$ cat config.mk
export PLATFORM = sky130hd
export DESIGN_NAME = window_3x3_packetizer
export DESIGN_NICKNAME = d
export VERILOG_FILES = /design/src/rtl/win3_pkg.sv /design/src/rtl/window_3x3_packetizer.sv /design/src/rtl/win3_ram.sv
export SDC_FILE = /design/constraint.sdc
export NUM_CORES = 1
export LEC_CHECK = 0
export BUFFER_PORTS_ARGS = -buffer_cell sky130_fd_sc_hd__buf_4
export CAP_MARGIN = 20
export CORE_MARGIN = 4
export CORE_UTILIZATION = 37
export DETAILED_ROUTE_END_ITERATION = 8
export GPL_ROUTABILITY_DRIVEN = 0
export PLACE_DENSITY_LB_ADDON = 0.05
export SYNTH_ARGS = -nofsm -noshare
export SYNTH_HDL_FRONTEND = slang
export SYNTH_SLANG_ARGS = --single-unit
export TNS_END_PERCENT = 1
$ cat constraint.sdc
create_clock -name clk -period 26.3 [get_ports clk]
set_input_delay 2.63 -clock clk [delete_from_list [all_inputs] [get_ports clk]]
set_output_delay 2.63 -clock clk [all_outputs]
set_load 0.01 [all_outputs]
$ cat src/rtl/win3_pkg.sv
// Shared constants and types for the 3x3 window packetizer.
package win3_pkg;

    localparam int PIXEL_W       = 8;
    localparam int KERNEL_W      = 36;
    localparam int DIM_W         = 4;
    localparam int POS_W         = 3;
    localparam int CFG_IDX_W     = 2;
    localparam int MIN_DIM       = 3;
    localparam int MAX_WIDTH_DEF = 8;
    localparam int MAX_HEIGHT_DEF = 8;

    localparam logic [KERNEL_W-1:0] KERNEL_RST = '0;
    localparam logic [DIM_W-1:0]    WIDTH_RST  = 4'd6;
    localparam logic [DIM_W-1:0]    HEIGHT_RST = 4'd6;

    typedef enum logic [CFG_IDX_W-1:0] {
        REG_KERNEL = 2'd0,
        REG_WIDTH  = 2'd1,
        REG_HEIGHT = 2'd2
    } cfg_reg_t;

endpackage

$ cat src/rtl/window_3x3_packetizer.sv
// 3x3 sliding-window packetizer: line buffers, window registers, output register.
// Usage:
//   Pixels enter in raster order on pixel / pixel_valid / pixel_stall; a
//   transaction completes when pixel_valid is high and pixel_stall is low.
//   Every pixel at row >= 2 and column >= 2 completes a 3x3 window and
//   yields one output transaction on window_valid / window_stall carrying
//   the kernel word, the nine window pixels and the window's top-left
//   position. Other pixels produce nothing.
//   Configuration (kernel word, width, height) is written through
//   cfg_valid / cfg_ready / cfg_index / cfg_data while the block is idle;
//   cfg_ready is always high. Out-of-range dimensions are clamped.
//   window_valid rises in the cycle after a window-completing pixel is accepted.
//   Throughput: one pixel per cycle while pixel_stall is low; the line buffers are
//   one RAM whose registered read is prefetched at the next column, so no bubble
//   is needed. Reset clears the row/column counters and the output valid and sets
//   the configuration to its defaults; line buffer contents stay undefined until
//   written. When the receiver stalls with a window pending, only pixels that
//   would produce another window are stalled; other pixels keep flowing.
module window_3x3_packetizer #(
    parameter int MAX_WIDTH  = win3_pkg::MAX_WIDTH_DEF,
    parameter int MAX_HEIGHT = win3_pkg::MAX_HEIGHT_DEF
) (
    input  logic                           clk,
    input  logic                           rst_n,
    input  logic [win3_pkg::PIXEL_W-1:0]   pixel,
    input  logic                           pixel_valid,
    output logic                           pixel_stall,
    input  logic                           cfg_valid,
    output logic                           cfg_ready,
    input  logic [win3_pkg::CFG_IDX_W-1:0] cfg_index,
    input  logic [win3_pkg::KERNEL_W-1:0]  cfg_data,
    output logic                           window_valid,
    input  logic                           window_stall,
    output logic [win3_pkg::KERNEL_W-1:0]  kernel_out,
    output logic [win3_pkg::PIXEL_W-1:0]   pix_top_left,
    output logic [win3_pkg::PIXEL_W-1:0]   pix_top_mid,
    output logic [win3_pkg::PIXEL_W-1:0]   pix_top_right,
    output logic [win3_pkg::PIXEL_W-1:0]   pix_mid_left,
    output logic [win3_pkg::PIXEL_W-1:0]   pix_center,
    output logic [win3_pkg::PIXEL_W-1:0]   pix_mid_right,
    output logic [win3_pkg::PIXEL_W-1:0]   pix_bot_left,
    output logic [win3_pkg::PIXEL_W-1:0]   pix_bot_mid,
    output logic [win3_pkg::PIXEL_W-1:0]   pix_bot_right,
    output logic [win3_pkg::POS_W-1:0]     window_row,
    output logic [win3_pkg::POS_W-1:0]     window_col
);

    localparam int PW     = win3_pkg::PIXEL_W;
    localparam int CW     = $clog2(MAX_WIDTH);
    localparam int RW     = $clog2(MAX_HEIGHT);
    localparam int WCMP_W = (CW + 1 > win3_pkg::DIM_W) ? CW + 1 : win3_pkg::DIM_W;
    localparam int HCMP_W = (RW + 1 > win3_pkg::DIM_W) ? RW + 1 : win3_pkg::DIM_W;
    localparam int CPOS_W = (CW > win3_pkg::POS_W) ? CW : win3_pkg::POS_W;
    localparam int RPOS_W = (RW > win3_pkg::POS_W) ? RW : win3_pkg::POS_W;

    // configuration
    logic [win3_pkg::KERNEL_W-1:0] kernel_reg;
    logic [win3_pkg::DIM_W-1:0]    width_reg;
    logic [win3_pkg::DIM_W-1:0]    height_reg;

    // position counters
    logic [CW-1:0] col_reg, col_next;
    logic [RW-1:0] row_reg, row_next;

    // window columns 0 and 1 on output; column 2 comes straight from the line buffer and pixel
    logic [PW-1:0] top_mid_reg, top_right_reg;
    logic [PW-1:0] mid_mid_reg, mid_right_reg;
    logic [PW-1:0] bot_mid_reg, bot_right_reg;

    // output register
    logic                          out_valid_reg, out_valid_next;
    logic [win3_pkg::KERNEL_W-1:0] kernel_out_reg;
    logic [PW-1:0]                 tl_reg, tm_reg, tr_reg;
    logic [PW-1:0]                 ml_reg, mc_reg, mr_reg;
    logic [PW-1:0]                 bl_reg, bm_reg, br_reg;
    logic [win3_pkg::POS_W-1:0]    wrow_reg, wcol_reg;

    logic [WCMP_W-1:0] w_raw, w_eff;
    logic [HCMP_W-1:0] h_raw, h_eff;
    logic              col_wrap, row_wrap;
    logic              produce, accept, load;
    logic [CW-1:0]     col_adv;
    logic [RW-1:0]     row_adv;

    logic [2*PW-1:0] lb_rdata, lb_wdata;
    logic [CW-1:0]   lb_raddr;
    logic [PW-1:0]   lb_upper, lb_lower;

    assign cfg_ready = 1'b1;

    always_ff @(posedge clk or negedge rst_n)
    begin
        if (!rst_n)
        begin
            kernel_reg <= win3_pkg::KERNEL_RST;
            width_reg  <= win3_pkg::WIDTH_RST;
            height_reg <= win3_pkg::HEIGHT_RST;
        end
        else if (cfg_valid && cfg_ready)
        begin
            unique case (cfg_index)
                win3_pkg::REG_KERNEL: kernel_reg <= cfg_data;
                win3_pkg::REG_WIDTH:  width_reg  <= cfg_data[win3_pkg::DIM_W-1:0];
                win3_pkg::REG_HEIGHT: height_reg <= cfg_data[win3_pkg::DIM_W-1:0];
                default:              ;
            endcase
        end
    end

    // clamp dimensions to [3, MAX]
    always_comb
    begin
        w_raw = WCMP_W'(width_reg);
        h_raw = HCMP_W'(height_reg);
        if (w_raw < WCMP_W'(win3_pkg::MIN_DIM))
            w_eff = WCMP_W'(win3_pkg::MIN_DIM);
        else if (w_raw > WCMP_W'(MAX_WIDTH))
            w_eff = WCMP_W'(MAX_WIDTH);
        else
            w_eff = w_raw;
        if (h_raw < HCMP_W'(win3_pkg::MIN_DIM))
            h_eff = HCMP_W'(win3_pkg::MIN_DIM);
        else if (h_raw > HCMP_W'(MAX_HEIGHT))
            h_eff = HCMP_W'(MAX_HEIGHT);
        else
            h_eff = h_raw;
    end

    assign col_wrap = (WCMP_W'(col_reg) + WCMP_W'(1)) >= w_eff;
    assign row_wrap = (HCMP_W'(row_reg) + HCMP_W'(1)) >= h_eff;
    assign col_adv  = col_wrap ? '0 : col_reg + CW'(1);
    assign row_adv  = row_wrap ? '0 : row_reg + RW'(1);

    assign produce     = (row_reg >= RW'(2)) && (col_reg >= CW'(2));
    assign pixel_stall = out_valid_reg && window_stall && produce;
    assign accept      = pixel_valid && !pixel_stall;
    assign load        = accept && produce;

    always_comb
    begin
        col_next = col_reg;
        row_next = row_reg;
        if (accept)
        begin
            col_next = col_adv;
            if (col_wrap)
            begin
                row_next = row_adv;
            end
        end
    end

    always_ff @(posedge clk or negedge rst_n)
    begin
        if (!rst_n)
        begin
            col_reg <= '0;
            row_reg <= '0;
        end
        else
        begin
            col_reg <= col_next;
            row_reg <= row_next;
        end
    end

    // line buffers: upper byte is row r-2, lower byte is row r-1
    assign lb_raddr = col_next;
    assign lb_upper = lb_rdata[2*PW-1:PW];
    assign lb_lower = lb_rdata[PW-1:0];
    assign lb_wdata = {lb_lower, pixel};

    win3_ram #(
        .WIDTH (2 * PW),
        .DEPTH (MAX_WIDTH)
    ) u_line_buf (
        .clk   (clk),
        .we    (accept),
        .waddr (col_reg),
        .wdata (lb_wdata),
        .raddr (lb_raddr),
        .rdata (lb_rdata)
    );

    always_ff @(posedge clk)
    begin
        if (accept)
        begin
            top_mid_reg   <= top_right_reg;
            top_right_reg <= lb_upper;
            mid_mid_reg   <= mid_right_reg;
            mid_right_reg <= lb_lower;
            bot_mid_reg   <= bot_right_reg;
            bot_right_reg <= pixel;
        end
    end

    always_comb
    begin
        out_valid_next = out_valid_reg;
        if (load)
            out_valid_next = 1'b1;
        else if (out_valid_reg && !window_stall)
            out_valid_next = 1'b0;
    end

    always_ff @(posedge clk or negedge rst_n)
    begin
        if (!rst_n)
            out_valid_reg <= 1'b0;
        else
            out_valid_reg <= out_valid_next;
    end

    always_ff @(posedge clk)
    begin
        if (load)
        begin
            kernel_out_reg <= kernel_reg;
            tl_reg         <= top_mid_reg;
            tm_reg         <= top_right_reg;
            tr_reg         <= lb_upper;
            ml_reg         <= mid_mid_reg;
            mc_reg         <= mid_right_reg;
            mr_reg         <= lb_lower;
            bl_reg         <= bot_mid_reg;
            bm_reg         <= bot_right_reg;
            br_reg         <= pixel;
            wrow_reg       <= win3_pkg::POS_W'(RPOS_W'(row_reg) - RPOS_W'(2));
            wcol_reg       <= win3_pkg::POS_W'(CPOS_W'(col_reg) - CPOS_W'(2));
        end
    end

    assign window_valid  = out_valid_reg;
    assign kernel_out    = kernel_out_reg;
    assign pix_top_left  = tl_reg;
    assign pix_top_mid   = tm_reg;
    assign pix_top_right = tr_reg;
    assign pix_mid_left  = ml_reg;
    assign pix_center    = mc_reg;
    assign pix_mid_right = mr_reg;
    assign pix_bot_left  = bl_reg;
    assign pix_bot_mid   = bm_reg;
    assign pix_bot_right = br_reg;
    assign window_row    = wrow_reg;
    assign window_col    = wcol_reg;

endmodule

$ cat src/rtl/win3_ram.sv
// Generic single-write, single-read RAM with registered read data.
module win3_ram #(
    parameter int WIDTH = 16,
    parameter int DEPTH = 8
) (
    input  logic                     clk,
    input  logic                     we,
    input  logic [$clog2(DEPTH)-1:0] waddr,
    input  logic [WIDTH-1:0]         wdata,
    input  logic [$clog2(DEPTH)-1:0] raddr,
    output logic [WIDTH-1:0]         rdata
);

    logic [WIDTH-1:0] mem [DEPTH];
    logic [WIDTH-1:0] rdata_reg;

    always_ff @(posedge clk)
    begin
        if (we)
        begin
            mem[waddr] <= wdata;
        end
        rdata_reg <= mem[raddr];
    end

    assign rdata = rdata_reg;

endmodule

==> flow_metrics.env <==
export IMPL_synth_largest_area_cell="edfxtp_1"
export IMPL_drt_iter0_markers=239
export IMPL_rsz0062_at_grt="false"
export IMPL_clock_fmax_ghz=0.169
export IMPL_place_hpwl_um=14200
export IMPL_tightest_slew_ps=1110
export IMPL_netlist_instances=620
export IMPL_portBuffers=166
export IMPL_worst_ir_drop_vdd_v=0.0000751
export IMPL_cp_arrival_ps=3290
export IMPL_tns_ps=0
export IMPL_avgRoutedWirePerCell_um=17.8
export IMPL_drive_gt1_share_pct=37.0
export IMPL_area_delta_synth_final_pct=25.0
export IMPL_ioPinCount=168
export IMPL_r2r_start="col_reg[0]$_DFF_PN0_"
export IMPL_finalCoreUtilization_pct=47.2
export IMPL_worstHoldStart="top_mid_reg[3]$_DFFE_PP_"
export IMPL_rows=67
export IMPL_worst_slew_margin_rel_pct=25.9
export IMPL_postRouteAntennaNets=0
export IMPL_vias_per_cell=4.57
export IMPL_critPathCaptureType="primary output"
export IMPL_grt_overflow=0
export IMPL_cts_tree="done"
export IMPL_synth_area_per_cell_um2=20.6
export IMPL_cts_inserted_buffers=40
export IMPL_synthTopCellsByArea="edfxtp_1, dfrtp_1, mux2i_1"
export IMPL_synth_top_area_share_pct=68.2
export IMPL_cp_start_kind="primary input"
export IMPL_cts_max_level=2
export IMPL_clk_path_buf_depth=3
export IMPL_die_y_um=194
export IMPL_drt_wl_total_um=23200
export IMPL_cts_sinks=357
export IMPL_async_reset_ff_share_pct=14.3
export IMPL_drt_pass1_iter_count=4
export IMPL_period_share_pct=22.5
export IMPL_largest_reg_flops=128
export IMPL_synthDistinctLibCells=38
export IMPL_ys_ff_latch=357
export IMPL_worstPathMaxFanout=3
export IMPL_worstHoldPathType="reg -> reg"
export IMPL_fp_dieW_um=194
export IMPL_status="complete, no violations"
export IMPL_grt_start_max_net_pins=78
export IMPL_synth_nets=689
export IMPL_fillers=2908
export IMPL_yosys_warnings=0
export IMPL_cts_root_buf="clkbuf_16"
export IMPL_synth_area_mm2=0.0128
export IMPL_start_util_pct=37.8
export IMPL_cts_resized=0
export IMPL_placed_cell_area_mm2=0.0146
export IMPL_clk_latency_ps=520
export IMPL_finalCriticalPeriod_ps=5920
export IMPL_final_nets=890
export IMPL_fin_area_mm2=0.0160
export IMPL_clk_pin_slew_ps=50
export IMPL_ys_seq_area_share_pct=80.8
export IMPL_fin_cells=1300
export IMPL_p_per_area_mw_per_mm2=115
export IMPL_cts_hold_buf=0
export IMPL_critPathLaunch="window_stall"
export IMPL_ys_flop_type="edfxtp_1"
export IMPL_dpl_cell_count=1226
export IMPL_vias=5939
export IMPL_core_area_mm2=0.0338
export IMPL_cts_setup_buffers=0
export IMPL_cp_required_ps=23670
export IMPL_antenna_found_initial=0
export IMPL_grt_pass1_vias=6434
export IMPL_final_max_slew_viol_count=0
export IMPL_p_leak_nw=6.20
export IMPL_final_setup_skew_ps=15.1
export IMPL_hold_viol=0
export IMPL_synth_edf_count=290
export IMPL_drc=0
export IMPL_setup_violations_final=0
export IMPL_grt_first_pass_wirelength_um=35900
export IMPL_grt_usage_pct=12.0
export IMPL_maxCapViolations=0
export IMPL_antennaDiodeCount=0
export IMPL_path_class="in -> out"
export IMPL_die_area_mm2=0.0375
[per-stage QoR]
step | hold slack, ps | power [mW] | setup slack [ps]
floorplan | 400 | 1.15 | 14230
global placement | 401 | 1.29 | 20360
detailed placement | 405 | 1.30 | 20270
CTS | 410 | 1.87 | 20380
global route | 421 | 1.94 | 20340
finish | 417 | 1.84 | 20380
[cells in the mapped netlist, drive strengths merged, types with 3 or more instances]
cell type / n
o21ai: 7
o21a: 3
buf: 14
a21o: 3
nor2: 4
edfxtp: 290
nand2: 8
dfstp: 4
ha: 18
mux2: 61
dfxtp: 16
clkbuf: 3
mux2i: 96
dfrtp: 47
and3: 8
inv: 18
nand2b: 5
[per-layer routing]
layer  wire length (µm)  vias up  track usage, %
li1                   -     2786               -
met1               9970     2989            15.0
met2              11700      127            20.8
met3               1090       37            2.97
met4                452        0            3.41
met5                  0        -               0
[final cells by class]
type / count / area (µm²) / share of cell area [%]
well taps: 448 / 561 / 3.51
multi-input cells: 228 / 2280 / 14.3
clock buffers: 51 / 1100 / 6.91
inverters: 18 / 67.6 / 0.423
flip-flops and latches: 357 / 10300 / 64.6
repair buffers: 176 / 1380 / 8.62
clock inverters: 22 / 262 / 1.64
[kinds of logic after synthesis]
kind of cell	synth area share, %
buffers and inverters	1.57
and+or+nand+nor	1.48
DFF	80.8
muxes	12.9
adders and majority gates	1.76
xor gates and xnor gates	0.0686
AOI/OAI and AO/OA	1.40
other	0.0294
[final timing paths]
check                                          endpoint  slack [ps]  cells after the start
max in group asynchronous          col_reg[0]$_DFF_PN0_       23670                      1
hold / removal                pix_top_left[3]$_DFFE_PP_         420                      0
setup reg to reg           u_line_buf.rdata[14]$_DFF_P_       22070                     12
setup / recovery                            pixel_stall       20380                      5
hold reg to reg               pix_top_left[3]$_DFFE_PP_         420                      0
min in group asynchronous    kernel_reg[17]$_DFFE_PN0P_        2140                      1
[worst max-delay path, stage by stage]
cell     delay, ps
buf_4           80
nand2_1         40
a221o_1        310
inv_1          100
buf_4          120
[layout by cell type, fill, tap and decap left out, drive strengths merged, types with 3 or more instances in the layout]
cell type  count
mux2          61
nand2b         5
inv           21
dfstp          4
edfxtp       290
nand2          8
and3           8
dfxtp         16
clkinvlp       3
clkinv        11
bufinv         5
clkbuf        51
a21o           3
dfrtp         47
mux2i         96
buf          176
ha            18
o21ai          7
nor2           4
o21a           3
[where the power goes]
group / internal [mW] / switching, mW
Sequential: 0.789 / 0.0587
Clock: 0.348 / 0.214
Combinational: 0.201 / 0.226
(Power assumes the default switching activity.)
